<file path="src/tlmpm_pkg.sv">
// Shared types, constants and control structs for the threshold local-max peak merger.
package tlmpm_pkg;

    localparam int SAMPLE_W        = 16;
    localparam int THR_W           = 16;
    localparam int MW_W            = 8;
    localparam int PEAK_W          = 32;
    localparam int CNT_W           = 10;
    localparam int CFG_IDX_W       = 4;
    localparam int CFG_DATA_W      = 16;

    localparam int HALF_WINDOW_DEF = 3;
    localparam int INDEX_W_DEF     = 32;

    localparam logic [CNT_W-1:0]     COUNT_MAX     = 10'd1023;
    localparam logic [THR_W-1:0]     THR_RESET     = 16'd32768;
    localparam logic [MW_W-1:0]      MW_RESET      = 8'd1;

    localparam logic [CFG_IDX_W-1:0] CFG_THRESHOLD = 4'd0;
    localparam logic [CFG_IDX_W-1:0] CFG_MERGE     = 4'd1;

    typedef struct packed {
        logic [SAMPLE_W-1:0] sample_value;
        logic                final_sample;
    } in_item_t;

    typedef struct packed {
        logic [PEAK_W-1:0] peak_frame;
        logic              is_peak;
        logic              last_of_run;
    } out_item_t;

    // Commands from the controller to the datapath.
    typedef struct packed {
        logic load;
        logic shift;
        logic open;
        logic add;
        logic div_start;
        logic emit_cluster;
        logic emit_marker;
        logic last;
        logic clear;
    } dp_cmd_t;

    // Status from the datapath to the controller.
    typedef struct packed {
        logic peak_hit;
        logic cluster_open;
        logic add_ok;
        logic div_busy;
        logic out_free;
    } dp_status_t;

endpackage

</file>
<file path="src/tlmpm_div.sv">
// Restoring bit-serial divider for the cluster mean, one quotient bit per cycle.
module tlmpm_div #(
    parameter int IDX_W = tlmpm_pkg::INDEX_W_DEF
) (
    input  logic                          aclk,
    input  logic                          aresetn,
    input  logic                          start,
    input  logic [IDX_W+tlmpm_pkg::CNT_W:0] numer,
    input  logic [tlmpm_pkg::CNT_W:0]     denom,
    output logic                          busy,
    output logic [IDX_W-1:0]              quot
);
    import tlmpm_pkg::*;

    localparam int DEN_W  = CNT_W + 1;
    localparam int NUM_W  = IDX_W + DEN_W;
    localparam int ITER_W = $clog2(IDX_W + 1);

    logic [DEN_W-1:0]  rem_reg, rem_next;
    logic [DEN_W-1:0]  den_reg;
    logic [IDX_W-1:0]  q_reg, q_next;
    logic [ITER_W-1:0] cnt_reg;
    logic [DEN_W:0]    trial;
    logic [DEN_W:0]    diff;
    logic              ge;

    // The quotient always fits in IDX_W bits, so the upper numerator bits
    // start out as a partial remainder that is already below the divisor.
    always_comb begin
        trial    = {rem_reg, q_reg[IDX_W-1]};
        diff     = trial - {1'b0, den_reg};
        ge       = trial >= {1'b0, den_reg};
        rem_next = ge ? diff[DEN_W-1:0] : trial[DEN_W-1:0];
        q_next   = {q_reg[IDX_W-2:0], ge};
    end

    always_ff @(posedge aclk) begin
        if (!aresetn) begin
            cnt_reg <= '0;
        end else if (start) begin
            cnt_reg <= ITER_W'(IDX_W);
        end else if (cnt_reg != '0) begin
            cnt_reg <= cnt_reg - 1'b1;
        end
    end

    always_ff @(posedge aclk) begin
        if (start) begin
            rem_reg <= numer[NUM_W-1:IDX_W];
            q_reg   <= numer[IDX_W-1:0];
            den_reg <= denom;
        end else if (cnt_reg != '0) begin
            rem_reg <= rem_next;
            q_reg   <= q_next;
        end
    end

    assign busy = (cnt_reg != '0);
    assign quot = q_reg;

endmodule

</file>
<file path="src/tlmpm_datapath.sv">
// Datapath: sample window, peak test, cluster accumulators, mean divider and result register.
module tlmpm_datapath #(
    parameter int HALF_WINDOW = tlmpm_pkg::HALF_WINDOW_DEF,
    parameter int IDX_W       = tlmpm_pkg::INDEX_W_DEF
) (
    input  logic                                 aclk,
    input  logic                                 aresetn,
    input  tlmpm_pkg::in_item_t                  s_data,
    input  logic                                 cfg_valid,
    input  logic [tlmpm_pkg::CFG_IDX_W-1:0]      cfg_index,
    input  logic [tlmpm_pkg::CFG_DATA_W-1:0]     cfg_data,
    input  tlmpm_pkg::dp_cmd_t                   cmd,
    output tlmpm_pkg::dp_status_t                status,
    output logic                                 m_valid,
    input  logic                                 m_ready,
    output tlmpm_pkg::out_item_t                 m_data
);
    import tlmpm_pkg::*;

    localparam int WIN_DEPTH = 2 * HALF_WINDOW + 1;
    localparam int SUM_W     = IDX_W + CNT_W;
    localparam int DEN_W     = CNT_W + 1;
    localparam int NUM_W     = IDX_W + DEN_W;
    localparam int MWC_W     = MW_W + CNT_W;

    logic [THR_W-1:0]    thr_reg;
    logic [MW_W-1:0]     mw_reg;

    logic [SAMPLE_W-1:0] win_reg [WIN_DEPTH];
    logic [WIN_DEPTH-1:0] val_reg;
    logic [WIN_DEPTH-1:0] greater;

    logic [IDX_W-1:0]    frames_seen_reg;
    logic [IDX_W-1:0]    cand_reg;
    logic [IDX_W-1:0]    base_reg;
    logic [SUM_W-1:0]    sum_reg;
    logic [CNT_W-1:0]    count_reg;

    logic [IDX_W-1:0]    off_reg;
    logic [SUM_W-1:0]    lhs_reg, lhs_next;
    logic [MWC_W-1:0]    mwc_reg, mwc_next;
    logic [SUM_W-1:0]    excess;
    logic                join_ok;

    logic [NUM_W-1:0]    numer;
    logic [DEN_W-1:0]    denom;
    logic                div_busy;
    logic [IDX_W-1:0]    quot;
    logic [IDX_W-1:0]    mean_idx;
    logic [IDX_W+PEAK_W-1:0] frame_ext;

    logic                m_valid_reg;
    out_item_t           m_data_reg;
    logic                out_free;

    // Configuration registers.
    always_ff @(posedge aclk) begin
        if (!aresetn) begin
            thr_reg <= THR_RESET;
            mw_reg  <= MW_RESET;
        end else if (cfg_valid) begin
            case (cfg_index)
                CFG_THRESHOLD: thr_reg <= cfg_data[THR_W-1:0];
                CFG_MERGE:     mw_reg  <= cfg_data[MW_W-1:0];
                default:       ;
            endcase
        end
    end

    // The window shifts by age: tap 0 holds the newest frame. On the final
    // request empty taps are shifted in so that the tail frames pass the center.
    always_ff @(posedge aclk) begin
        if (cmd.load || cmd.shift) begin
            win_reg[0] <= s_data.sample_value;
            for (int i = 1; i < WIN_DEPTH; i++) begin
                win_reg[i] <= win_reg[i-1];
            end
        end
    end

    always_ff @(posedge aclk) begin
        if (!aresetn) begin
            val_reg <= '0;
        end else if (cmd.clear) begin
            val_reg <= '0;
        end else if (cmd.load) begin
            val_reg <= {val_reg[WIN_DEPTH-2:0], 1'b1};
        end else if (cmd.shift) begin
            val_reg <= {val_reg[WIN_DEPTH-2:0], 1'b0};
        end
    end

    always_comb begin
        for (int i = 0; i < WIN_DEPTH; i++) begin
            greater[i] = val_reg[i] && (win_reg[i] > win_reg[HALF_WINDOW]);
        end
    end

    // Frame counter and index of the frame at the window center.
    always_ff @(posedge aclk) begin
        if (!aresetn) begin
            frames_seen_reg <= '0;
        end else if (cmd.clear) begin
            frames_seen_reg <= '0;
        end else if (cmd.load) begin
            frames_seen_reg <= frames_seen_reg + 1'b1;
        end
    end

    always_ff @(posedge aclk) begin
        if (cmd.load) begin
            cand_reg <= frames_seen_reg - IDX_W'(HALF_WINDOW);
        end else if (cmd.shift) begin
            cand_reg <= cand_reg + 1'b1;
        end
    end

    // Cluster accumulators; the count alone tells whether a cluster is open.
    always_ff @(posedge aclk) begin
        if (!aresetn) begin
            count_reg <= '0;
        end else if (cmd.clear) begin
            count_reg <= '0;
        end else if (cmd.open) begin
            count_reg <= CNT_W'(1);
        end else if (cmd.add) begin
            count_reg <= count_reg + 1'b1;
        end
    end

    always_ff @(posedge aclk) begin
        if (cmd.open) begin
            base_reg <= cand_reg;
            sum_reg  <= '0;
        end else if (cmd.add) begin
            sum_reg  <= sum_reg + SUM_W'(off_reg);
        end
    end

    // Join test pipeline: offset, then products, then compare.
    assign lhs_next = off_reg * count_reg;
    assign mwc_next = mw_reg * count_reg;

    always_ff @(posedge aclk) begin
        off_reg <= cand_reg - base_reg;
        lhs_reg <= lhs_next;
        mwc_reg <= mwc_next;
    end

    // A peak whose scaled offset lies below the sum only arises after an
    // index wrap and then always joins.
    assign excess  = lhs_reg - sum_reg;
    assign join_ok = (lhs_reg < sum_reg) || (excess <= SUM_W'(mwc_reg));

    // Rounded mean offset: (2*sum + count) / (2*count).
    assign numer = {sum_reg, 1'b0} + NUM_W'(count_reg);
    assign denom = {count_reg, 1'b0};

    tlmpm_div #(
        .IDX_W (IDX_W)
    ) u_div (
        .aclk    (aclk),
        .aresetn (aresetn),
        .start   (cmd.div_start),
        .numer   (numer),
        .denom   (denom),
        .busy    (div_busy),
        .quot    (quot)
    );

    assign mean_idx  = base_reg + quot;
    assign frame_ext = {{PEAK_W{1'b0}}, mean_idx};

    // Output register.
    assign out_free = !m_valid_reg || m_ready;

    always_ff @(posedge aclk) begin
        if (!aresetn) begin
            m_valid_reg <= 1'b0;
        end else if (cmd.emit_cluster || cmd.emit_marker) begin
            m_valid_reg <= 1'b1;
        end else if (m_ready) begin
            m_valid_reg <= 1'b0;
        end
    end

    always_ff @(posedge aclk) begin
        if (cmd.emit_cluster) begin
            m_data_reg.peak_frame  <= frame_ext[PEAK_W-1:0];
            m_data_reg.is_peak     <= 1'b1;
            m_data_reg.last_of_run <= cmd.last;
        end else if (cmd.emit_marker) begin
            m_data_reg.peak_frame  <= '0;
            m_data_reg.is_peak     <= 1'b0;
            m_data_reg.last_of_run <= 1'b1;
        end
    end

    assign m_valid = m_valid_reg;
    assign m_data  = m_data_reg;

    always_comb begin
        status.peak_hit     = val_reg[HALF_WINDOW]
                              && (win_reg[HALF_WINDOW] > thr_reg)
                              && !(|greater);
        status.cluster_open = (count_reg != '0);
        status.add_ok       = join_ok && (count_reg != COUNT_MAX);
        status.div_busy     = div_busy;
        status.out_free     = out_free;
    end

endmodule

</file>
<file path="src/tlmpm_ctrl.sv">
// Controller state machine sequencing judging, merging, division and result output.
module tlmpm_ctrl #(
    parameter int HALF_WINDOW = tlmpm_pkg::HALF_WINDOW_DEF
) (
    input  logic                  aclk,
    input  logic                  aresetn,
    input  logic                  s_valid,
    input  logic                  final_sample,
    output logic                  s_ready,
    input  tlmpm_pkg::dp_status_t status,
    output tlmpm_pkg::dp_cmd_t    cmd
);
    import tlmpm_pkg::*;

    localparam int STEP_W = $clog2(HALF_WINDOW + 1);

    typedef enum logic [7:0] {
        ST_IDLE  = 8'b0000_0001,
        ST_JUDGE = 8'b0000_0010,
        ST_MUL   = 8'b0000_0100,
        ST_JOIN  = 8'b0000_1000,
        ST_NEXT  = 8'b0001_0000,
        ST_DIV   = 8'b0010_0000,
        ST_EMIT  = 8'b0100_0000,
        ST_MARK  = 8'b1000_0000
    } state_t;

    state_t            state_reg, state_next;
    logic              fin_reg, fin_next;
    logic              flush_reg, flush_next;
    logic [STEP_W-1:0] step_reg, step_next;

    always_ff @(posedge aclk) begin
        if (!aresetn) begin
            state_reg <= ST_IDLE;
            fin_reg   <= 1'b0;
            flush_reg <= 1'b0;
            step_reg  <= '0;
        end else begin
            state_reg <= state_next;
            fin_reg   <= fin_next;
            flush_reg <= flush_next;
            step_reg  <= step_next;
        end
    end

    always_comb begin
        state_next = state_reg;
        fin_next   = fin_reg;
        flush_next = flush_reg;
        step_next  = step_reg;
        cmd        = '0;
        s_ready    = 1'b0;

        case (state_reg)
            ST_IDLE: begin
                s_ready = 1'b1;
                if (s_valid) begin
                    cmd.load   = 1'b1;
                    fin_next   = final_sample;
                    flush_next = 1'b0;
                    step_next  = '0;
                    state_next = ST_JUDGE;
                end
            end
            ST_JUDGE: begin
                if (status.peak_hit && status.cluster_open) begin
                    state_next = ST_MUL;
                end else begin
                    cmd.open   = status.peak_hit;
                    state_next = ST_NEXT;
                end
            end
            ST_MUL: begin
                state_next = ST_JOIN;
            end
            ST_JOIN: begin
                if (status.add_ok) begin
                    cmd.add    = 1'b1;
                    state_next = ST_NEXT;
                end else begin
                    cmd.div_start = 1'b1;
                    flush_next    = 1'b0;
                    state_next    = ST_DIV;
                end
            end
            ST_NEXT: begin
                if (!fin_reg) begin
                    state_next = ST_IDLE;
                end else if (step_reg == STEP_W'(HALF_WINDOW)) begin
                    if (status.cluster_open) begin
                        cmd.div_start = 1'b1;
                        flush_next    = 1'b1;
                        state_next    = ST_DIV;
                    end else begin
                        state_next = ST_MARK;
                    end
                end else begin
                    cmd.shift  = 1'b1;
                    step_next  = step_reg + 1'b1;
                    state_next = ST_JUDGE;
                end
            end
            ST_DIV: begin
                if (!status.div_busy) begin
                    state_next = ST_EMIT;
                end
            end
            ST_EMIT: begin
                if (status.out_free) begin
                    cmd.emit_cluster = 1'b1;
                    cmd.last         = !fin_reg;
                    if (flush_reg) begin
                        state_next = ST_MARK;
                    end else begin
                        // The peak that closed the cluster opens the next one.
                        cmd.open   = 1'b1;
                        state_next = ST_NEXT;
                    end
                end
            end
            ST_MARK: begin
                if (status.out_free) begin
                    cmd.emit_marker = 1'b1;
                    cmd.clear       = 1'b1;
                    state_next      = ST_IDLE;
                end
            end
            default: begin
                state_next = ST_IDLE;
            end
        endcase
    end

endmodule

</file>
<file path="src/threshold_local_max_peak_merger.sv">
// A request yields a result only when a peak closes a cluster or a final request ends the stream.
// A peak that meets an open cluster goes through the join test and either joins it or closes it;
// closing runs the bit-serial mean divider and then emits the result. A final request judges
// HALF_WINDOW + 1 frames and flushes. One request is in work at a time.
// A registered result waits for m_ready while the next request is taken in.
// Reset (aresetn low, synchronous) empties the window and cluster and restores register defaults.
module threshold_local_max_peak_merger #(
    parameter int HALF_WINDOW = tlmpm_pkg::HALF_WINDOW_DEF,
    parameter int INDEX_WIDTH = tlmpm_pkg::INDEX_W_DEF
) (
    input  logic                             aclk,
    input  logic                             aresetn,
    input  logic                             s_valid,
    output logic                             s_ready,
    input  tlmpm_pkg::in_item_t              s_data,
    output logic                             m_valid,
    input  logic                             m_ready,
    output tlmpm_pkg::out_item_t             m_data,
    input  logic                             cfg_valid,
    output logic                             cfg_ready,
    input  logic [tlmpm_pkg::CFG_IDX_W-1:0]  cfg_index,
    input  logic [tlmpm_pkg::CFG_DATA_W-1:0] cfg_data
);
    import tlmpm_pkg::*;

    dp_cmd_t    cmd;
    dp_status_t status;

    assign cfg_ready = 1'b1;

    tlmpm_ctrl #(
        .HALF_WINDOW (HALF_WINDOW)
    ) u_ctrl (
        .aclk         (aclk),
        .aresetn      (aresetn),
        .s_valid      (s_valid),
        .final_sample (s_data.final_sample),
        .s_ready      (s_ready),
        .status       (status),
        .cmd          (cmd)
    );

    tlmpm_datapath #(
        .HALF_WINDOW (HALF_WINDOW),
        .IDX_W       (INDEX_WIDTH)
    ) u_datapath (
        .aclk      (aclk),
        .aresetn   (aresetn),
        .s_data    (s_data),
        .cfg_valid (cfg_valid),
        .cfg_index (cfg_index),
        .cfg_data  (cfg_data),
        .cmd       (cmd),
        .status    (status),
        .m_valid   (m_valid),
        .m_ready   (m_ready),
        .m_data    (m_data)
    );

endmodule

</file>
<file path="config.mk">
export PLATFORM = sky130hd
export DESIGN_NAME = threshold_local_max_peak_merger
export DESIGN_NICKNAME = d
export VERILOG_FILES = /design/src/tlmpm_pkg.sv /design/src/tlmpm_div.sv /design/src/tlmpm_datapath.sv /design/src/tlmpm_ctrl.sv /design/src/threshold_local_max_peak_merger.sv
export SDC_FILE = /design/constraint.sdc
export NUM_CORES = 2
export LEC_CHECK = 0
export BUFFER_PORTS_ARGS = -buffer_cell sky130_fd_sc_hd__buf_4
export CORE_MARGIN = 2
export CORE_UTILIZATION = 59
export DETAILED_ROUTE_END_ITERATION = 8
export PLACE_DENSITY = 0.76
export REMOVE_ABC_BUFFERS = 1
export SYNTH_ARGS = -nofsm -noshare
export SYNTH_HDL_FRONTEND = slang
export SYNTH_SLANG_ARGS = --single-unit
</file>
<file path="constraint.sdc">
create_clock -name aclk -period 16.58 [get_ports aclk]
set_clock_uncertainty 0.15 [all_clocks]
set_input_delay 1.658 -clock aclk [delete_from_list [all_inputs] [get_ports aclk]]
set_output_delay 1.658 -clock aclk [all_outputs]
set_load 0.02 [all_outputs]
</file>
# After elaboration in Yosys (flattened, before gate mapping)
# Memory sizes are Yosys's and may differ from the RTL's.
# Index checks and enable logic that the tools add are counted.
[word_totals]
ff_bits = 377
ram_bits = 112
input_bits = 42
output_inout_bits = 37
wordCells = 172
memories = 1
[memory_table]
columns = ["memory", "words", "width", "read_ports", "rd_clocked_by_memory_dff", "write_ports", "line", "rtl"]
rows = [
  ["u_datapath.win_reg", 7, 16, 7, 0, 7, "tlmpm_datapath.sv:29", "logic [SAMPLE_W-1:0] win_reg [WIN_DEPTH];"],
]
[classes]
n_addsub = 12
n_mul = 2
n_lt_le_gt_ge = 11
n_eq_ne = 20
mux = 62
bitwise = 1
n_reduce_logical = 38
[ops]
columns = ["cell", "count"]
rows = [
  ["greater-than comparator 16 bit", 8],
  ["two-way mux 32 bit", 4],
  ["two-way mux 34 bit", 2],
  ["adder 32 x 1 -> 32 bit (second input constant)", 2],
  ["two-way mux 8 bit", 8],
  ["one-hot mux 8 bit (8 select lines)", 1],
  ["adder 43 x 10 -> 43 bit", 1],
  ["adder 42 x 32 -> 42 bit", 1],
  ["<= comparator 42 x 18 -> 1 bit", 1],
  ["< comparator 42 bit", 1],
  ["multiplier 32 x 10 -> 42 bit", 1],
  ["subtractor 42 bit", 1],
  ["two-way mux 11 bit", 3],
  ["adder 32 bit", 1],
  ["subtractor 32 x 2 -> 32 bit (second input constant)", 1],
  ["subtractor 32 bit", 1],
  ["two-way mux 1 bit", 31],
  ["multiplier 8 x 10 -> 18 bit", 1],
  ["two-way mux 6 bit", 3],
  ["two-way mux 7 bit", 2],
  ["greater-or-equal comparator 12 x 11 -> 1 bit", 1],
  ["nonzero test 2 bit", 6],
  ["logical AND 1 bit", 11],
  ["subtractor 11 bit", 1],
  ["other kinds (34)", 53],
]

# Depth between registers and ports, before layout
# An unclocked memory read counts as a cell.
[logic_depth]
word_depth = 10
mapped_depth = 27
mapped_depth_nobuf = 24

# Hierarchy
# A second synthesis with hierarchy kept.
[unflattened]
cells_unflattened = 4395
hier_area_um2 = 41390.9
[by_module_without_submodules]
columns = ["mod", "instances", "cells_per_inst", "area_each_um2", "seq_area_each_um2"]
rows = [
  ["tlmpm_datapath", 1, 4040, 37437.2, 10460.0],
  ["tlmpm_div", 1, 252, 3111.7, 1741.7],
  ["tlmpm_ctrl", 1, 101, 830.8, 240.2],
  ["threshold_local_max_peak_merger", 1, 2, 11.3, 0.0],
]

# Worst setup path before layout
# Ideal clock, no wire load.
[synth_path]
kind = "reg2reg"
start = "register u_datapath.count_reg[3]"
end = "register u_datapath.lhs_reg[41]"
setup_time_ns = 0.072
arrival_time_ns = 6.574
t_required_ns = 16.358
setup_slack_ns = 9.784
stages_incl_launch_ff = 25
n_path_buf = 3
period_less_slack_ns = 6.796
path_cell_list = "dfxtp_1 > clkbuf_1 > buf_1 > nand2_1 > fa_1 > inv_1 > fa_1 > fa_1 > fa_1 > inv_1 > fa_1 > inv_1 > ha_1 > clkbuf_1 > a211oi_1 > nand2_1 > a2111oi_0 > o31ai_1 > o31a_1 > a221oi_1 > nor2_1 > or3_1 > a31o_2 > a21oi_1 > xnor2_1"
[synth_via]
elab_chain_cells = 1
[synth_lines]
columns = ["item", "line", "rtl"]
rows = [
  ["start, declared", "tlmpm_datapath.sv:37", "logic [CNT_W-1:0] count_reg;"],
  ["start signal, assigned", "tlmpm_datapath.sv:127", "count_reg <= count_reg + 1'b1;"],
  ["multiplier 32 x 10 -> 42 bit", "tlmpm_datapath.sv:141", "assign lhs_next = off_reg * count_reg;"],
  ["via u_datapath.lhs_next[41]", "tlmpm_datapath.sv:40", "logic [SUM_W-1:0] lhs_reg, lhs_next;"],
  ["end signal, assigned", "tlmpm_datapath.sv:146", "lhs_reg <= lhs_next;"],
  ["end, declared", "tlmpm_datapath.sv:40", ""],
]
# The timed path passes the listed nets, and every way through them passes these cells.
# A chain may end at the register's enable or synchronous reset.

# Worst setup path after layout
# Same ends and word-level chain as after synthesis.

==> results.sh <==
export IMPL_fin_setup_tns_ns=0
export IMPL_worstSetupEndpoint="u_datapath.lhs_reg[41]"
export IMPL_timing_fmax_ghz=0.129
export IMPL_clock_sinks=489
export IMPL_antenna_found_initial=2
export IMPL_outcome="finished clean"
export IMPL_detailroute_via_count=31359
export IMPL_critPathTopFamily="adder cells"
export IMPL_final_util=0.643
export IMPL_synth_area_sq_mm=0.0412
export IMPL_drt_drc_violations_left=0
export IMPL_clock_latency_ns=0.65
export IMPL_ys_flop_type="edfxtp_1"
export IMPL_p_per_area_mw_per_mm2=120
export IMPL_cts_tree="done"
export IMPL_synth_seq_cells=489
export IMPL_numCtsBuffers=51
export IMPL_post_route_period_util=0.469
export IMPL_drt_initial_drc_count=2677
export IMPL_register_area_sq_mm=0.0124
export IMPL_cap_violations=0
export IMPL_port_buffers=77
export IMPL_startpoint_type="register"
export IMPL_htree_levels=2
export IMPL_dieHeight_microns=268
export IMPL_cp_data_arrival_time_ns=8.14
export IMPL_final_cell_mix="nand2_1 (505), inv_1 (484), ha_1 (406)"
export IMPL_drt_vias_per_instance=5.79
export IMPL_min_from="u_datapath.win_reg[1][0]"
export IMPL_hp_class="reg -> reg"
export IMPL_cp_depth=22
export IMPL_period_needed_ns=7.77
export IMPL_synth_top_area_cell="edfxtp_1"
export IMPL_netlist_instances=4454
export IMPL_fillCellCount=5639
export IMPL_coreArea_sq_mm=0.0689
export IMPL_path_buf_inv=4
export IMPL_start_util=0.598
export IMPL_synth_async_sr_flop_share=0
export IMPL_place_congestion=0.928
export IMPL_firstDrtPassIters=7
export IMPL_synthTopCellsByArea="edfxtp_1 (19%), fa_1 (14%), ha_1 (12%), dfxtp_1 (11%), nand2_1 (4.6%)"
export IMPL_drv_slew=0
export IMPL_timing_rr_end="u_datapath.lhs_reg[41]"
export IMPL_grt_first_pass_wirelength_mm=161
export IMPL_hold_buffers=0
export IMPL_cpMostUsedCell="fa_1"
export IMPL_post_cts_buffers=0
export IMPL_largest_register_ffs=112
export IMPL_synth_seq_area_share=0.301
export IMPL_num_rows=96
export IMPL_whs_ns=0.299
export IMPL_busiest_layer="met2"
export IMPL_wire_per_inst_microns=18.3
export IMPL_crit_path_end_kind="register"
export IMPL_cp_max_fo=30
export IMPL_die_x_microns=268
export IMPL_io_pins=79
export IMPL_multi_input_area_sq_mm=0.0264
export IMPL_vdd_drop_max_v=0.000165
export IMPL_use_met2=0.436
export IMPL_cp_required_ns=16.95
export IMPL_routed_wl_mm=98.8
export IMPL_rsz0062_at_grt="no"
export IMPL_worst_path_max_delay_cell="dfxtp_1"
export IMPL_path_cells="buf_4, nand2_1, fa_1, inv_1, fa_1, fa_1, fa_1, inv_1, fa_1, inv_1, ha_1, a211oi_1, nand2_1, a2111oi_0, o31ai_1, o31a_1, a221oi_1, nor2_1, or3_1, a31o_2, a21oi_1, xnor2_1"
export IMPL_fin_nets=5178
export IMPL_mostFrequentLayoutCell="nand2_1"
export IMPL_finalHoldViolCount=0
export IMPL_drive_above_1_share=0.0527
export IMPL_ctsResizeCount=0
export IMPL_area_growth_syn_to_layout_pct=7.55
export IMPL_grt_pass1_vias=31383
export IMPL_setup_viol=0
export IMPL_drtAntennaViolNets=0
export IMPL_leakage_nw=20.4
export IMPL_slew_headroom=0.264
export IMPL_grt_overflow_total=0
export IMPL_r2r_slack_ns=8.81
export IMPL_synth_distinct_cells=86
export IMPL_r2r_start="u_datapath.count_reg[3]"
export IMPL_synth_edf_count=262
export IMPL_grt_util_all_layers=0.280
export IMPL_dp_slack_ns=8.88
export IMPL_worst_pin_slew_ns=1.10
export IMPL_dieArea_sq_mm=0.0720
export IMPL_path_class="reg -> reg"
export IMPL_clockBufferDepth=3
export IMPL_clkTransAtPathRegs_ns=0.06
export IMPL_setup_ws_ns=8.81
export IMPL_n_antenna_cell=0
export IMPL_grt_start_max_net_pins=86
export IMPL_whs_path_depth=0
export IMPL_cts_root_buf="clkbuf_16"
export IMPL_reg2regPathDepth=22
export IMPL_place_hpwl_mm=75.3
export IMPL_use_met3=0.0564
export IMPL_crit_start="u_datapath.count_reg[3]"
export IMPL_synthDominantCellAreaShare=0.191
export IMPL_grt_use_met1=0.393
export IMPL_worst_path_largest_cell_delay_ns=0.77
export IMPL_yosysWarningCount=0
export IMPL_syn_avg_cell_area_sq_um=9.26
## logic make-up (layout without fill, tap and decap cells)
logic type,after synthesis,in the layout,synth area share
compound gates,804,804,0.125
xor+xnor,286,286,0.0607
fa+ha+maj,698,698,0.265
buf+inv,651,678,0.0600
flops,489,489,0.301
mux,61,61,0.0158
other cells,1,1,0.0000909
simple gates,1464,1464,0.173
## synth_stat cells, types with 11 or more instances
master,n
and2_1,231
and3_1,37
ha_1,406
mux2_2,18
nand3_1,76
fa_1,292
a21oi_1,256
dfxtp_1,227
or4_1,16
o211ai_1,19
o31ai_1,20
edfxtp_1,262
o21bai_1,16
inv_1,484
or3_1,25
nor3b_1,13
nor2_1,285
mux2i_1,29
o21ai_0,156
a21o_1,101
buf_2,11
nand4_1,69
clkbuf_1,136
nand2b_1,38
nor3_1,59
a31oi_1,23
nor2b_1,44
a21boi_0,34
xor2_1,107
xnor2_1,179
o21a_1,43
nand2_1,506
a211oi_1,33
mux2_1,14
nor4_1,21
buf_1,17
## area by class of cell
class / count / share of cell area
Tap cell: 931 / 0.0263
Clock inverter: 24 / 0.00939
Sequential cell: 489 / 0.280
Clock buffer: 72 / 0.0319
Inverter: 484 / 0.0410
Multi-Input combinational cell: 3314 / 0.595
Timing Repair Buffer: 98 / 0.0166
## power breakdown
group          switching, mW  internal (mW)
Combinational           1.18          0.842
Clock                  0.520          0.730
Sequential             0.356           1.69
## through the flow
stage                     cells  area [sq um]  power (mW)
final                      5412         44400        5.31
after global routing       5412         44400        5.65
after CTS                  5412         44400        5.29
after detailed placement   5316         42500        4.03
after global placement     5316         42500        3.96
after floorplan            4287         40600        3.43
## layer usage
metal,share of wire,up-vias
met3,0.081,189
met2,0.44,1049
met5,0.00027,-
met1,0.45,15004
met4,0.031,4
li1,-,15113
## worst min path at each step
stage	end	slack, ns
3_5_place_dp	u_datapath.win_reg[2][0]	0.28
5_1_grt	u_datapath.win_reg[2][0]	0.30
3_3_place_gp	u_datapath.win_reg[2][0]	0.28
2_1_floorplan	u_datapath.win_reg[1][0]	0.28
6_report	u_datapath.win_reg[2][0]	0.30
4_1_cts	u_datapath.win_reg[2][0]	0.30
No activity file was read; power rests on OpenSTA's default activity.
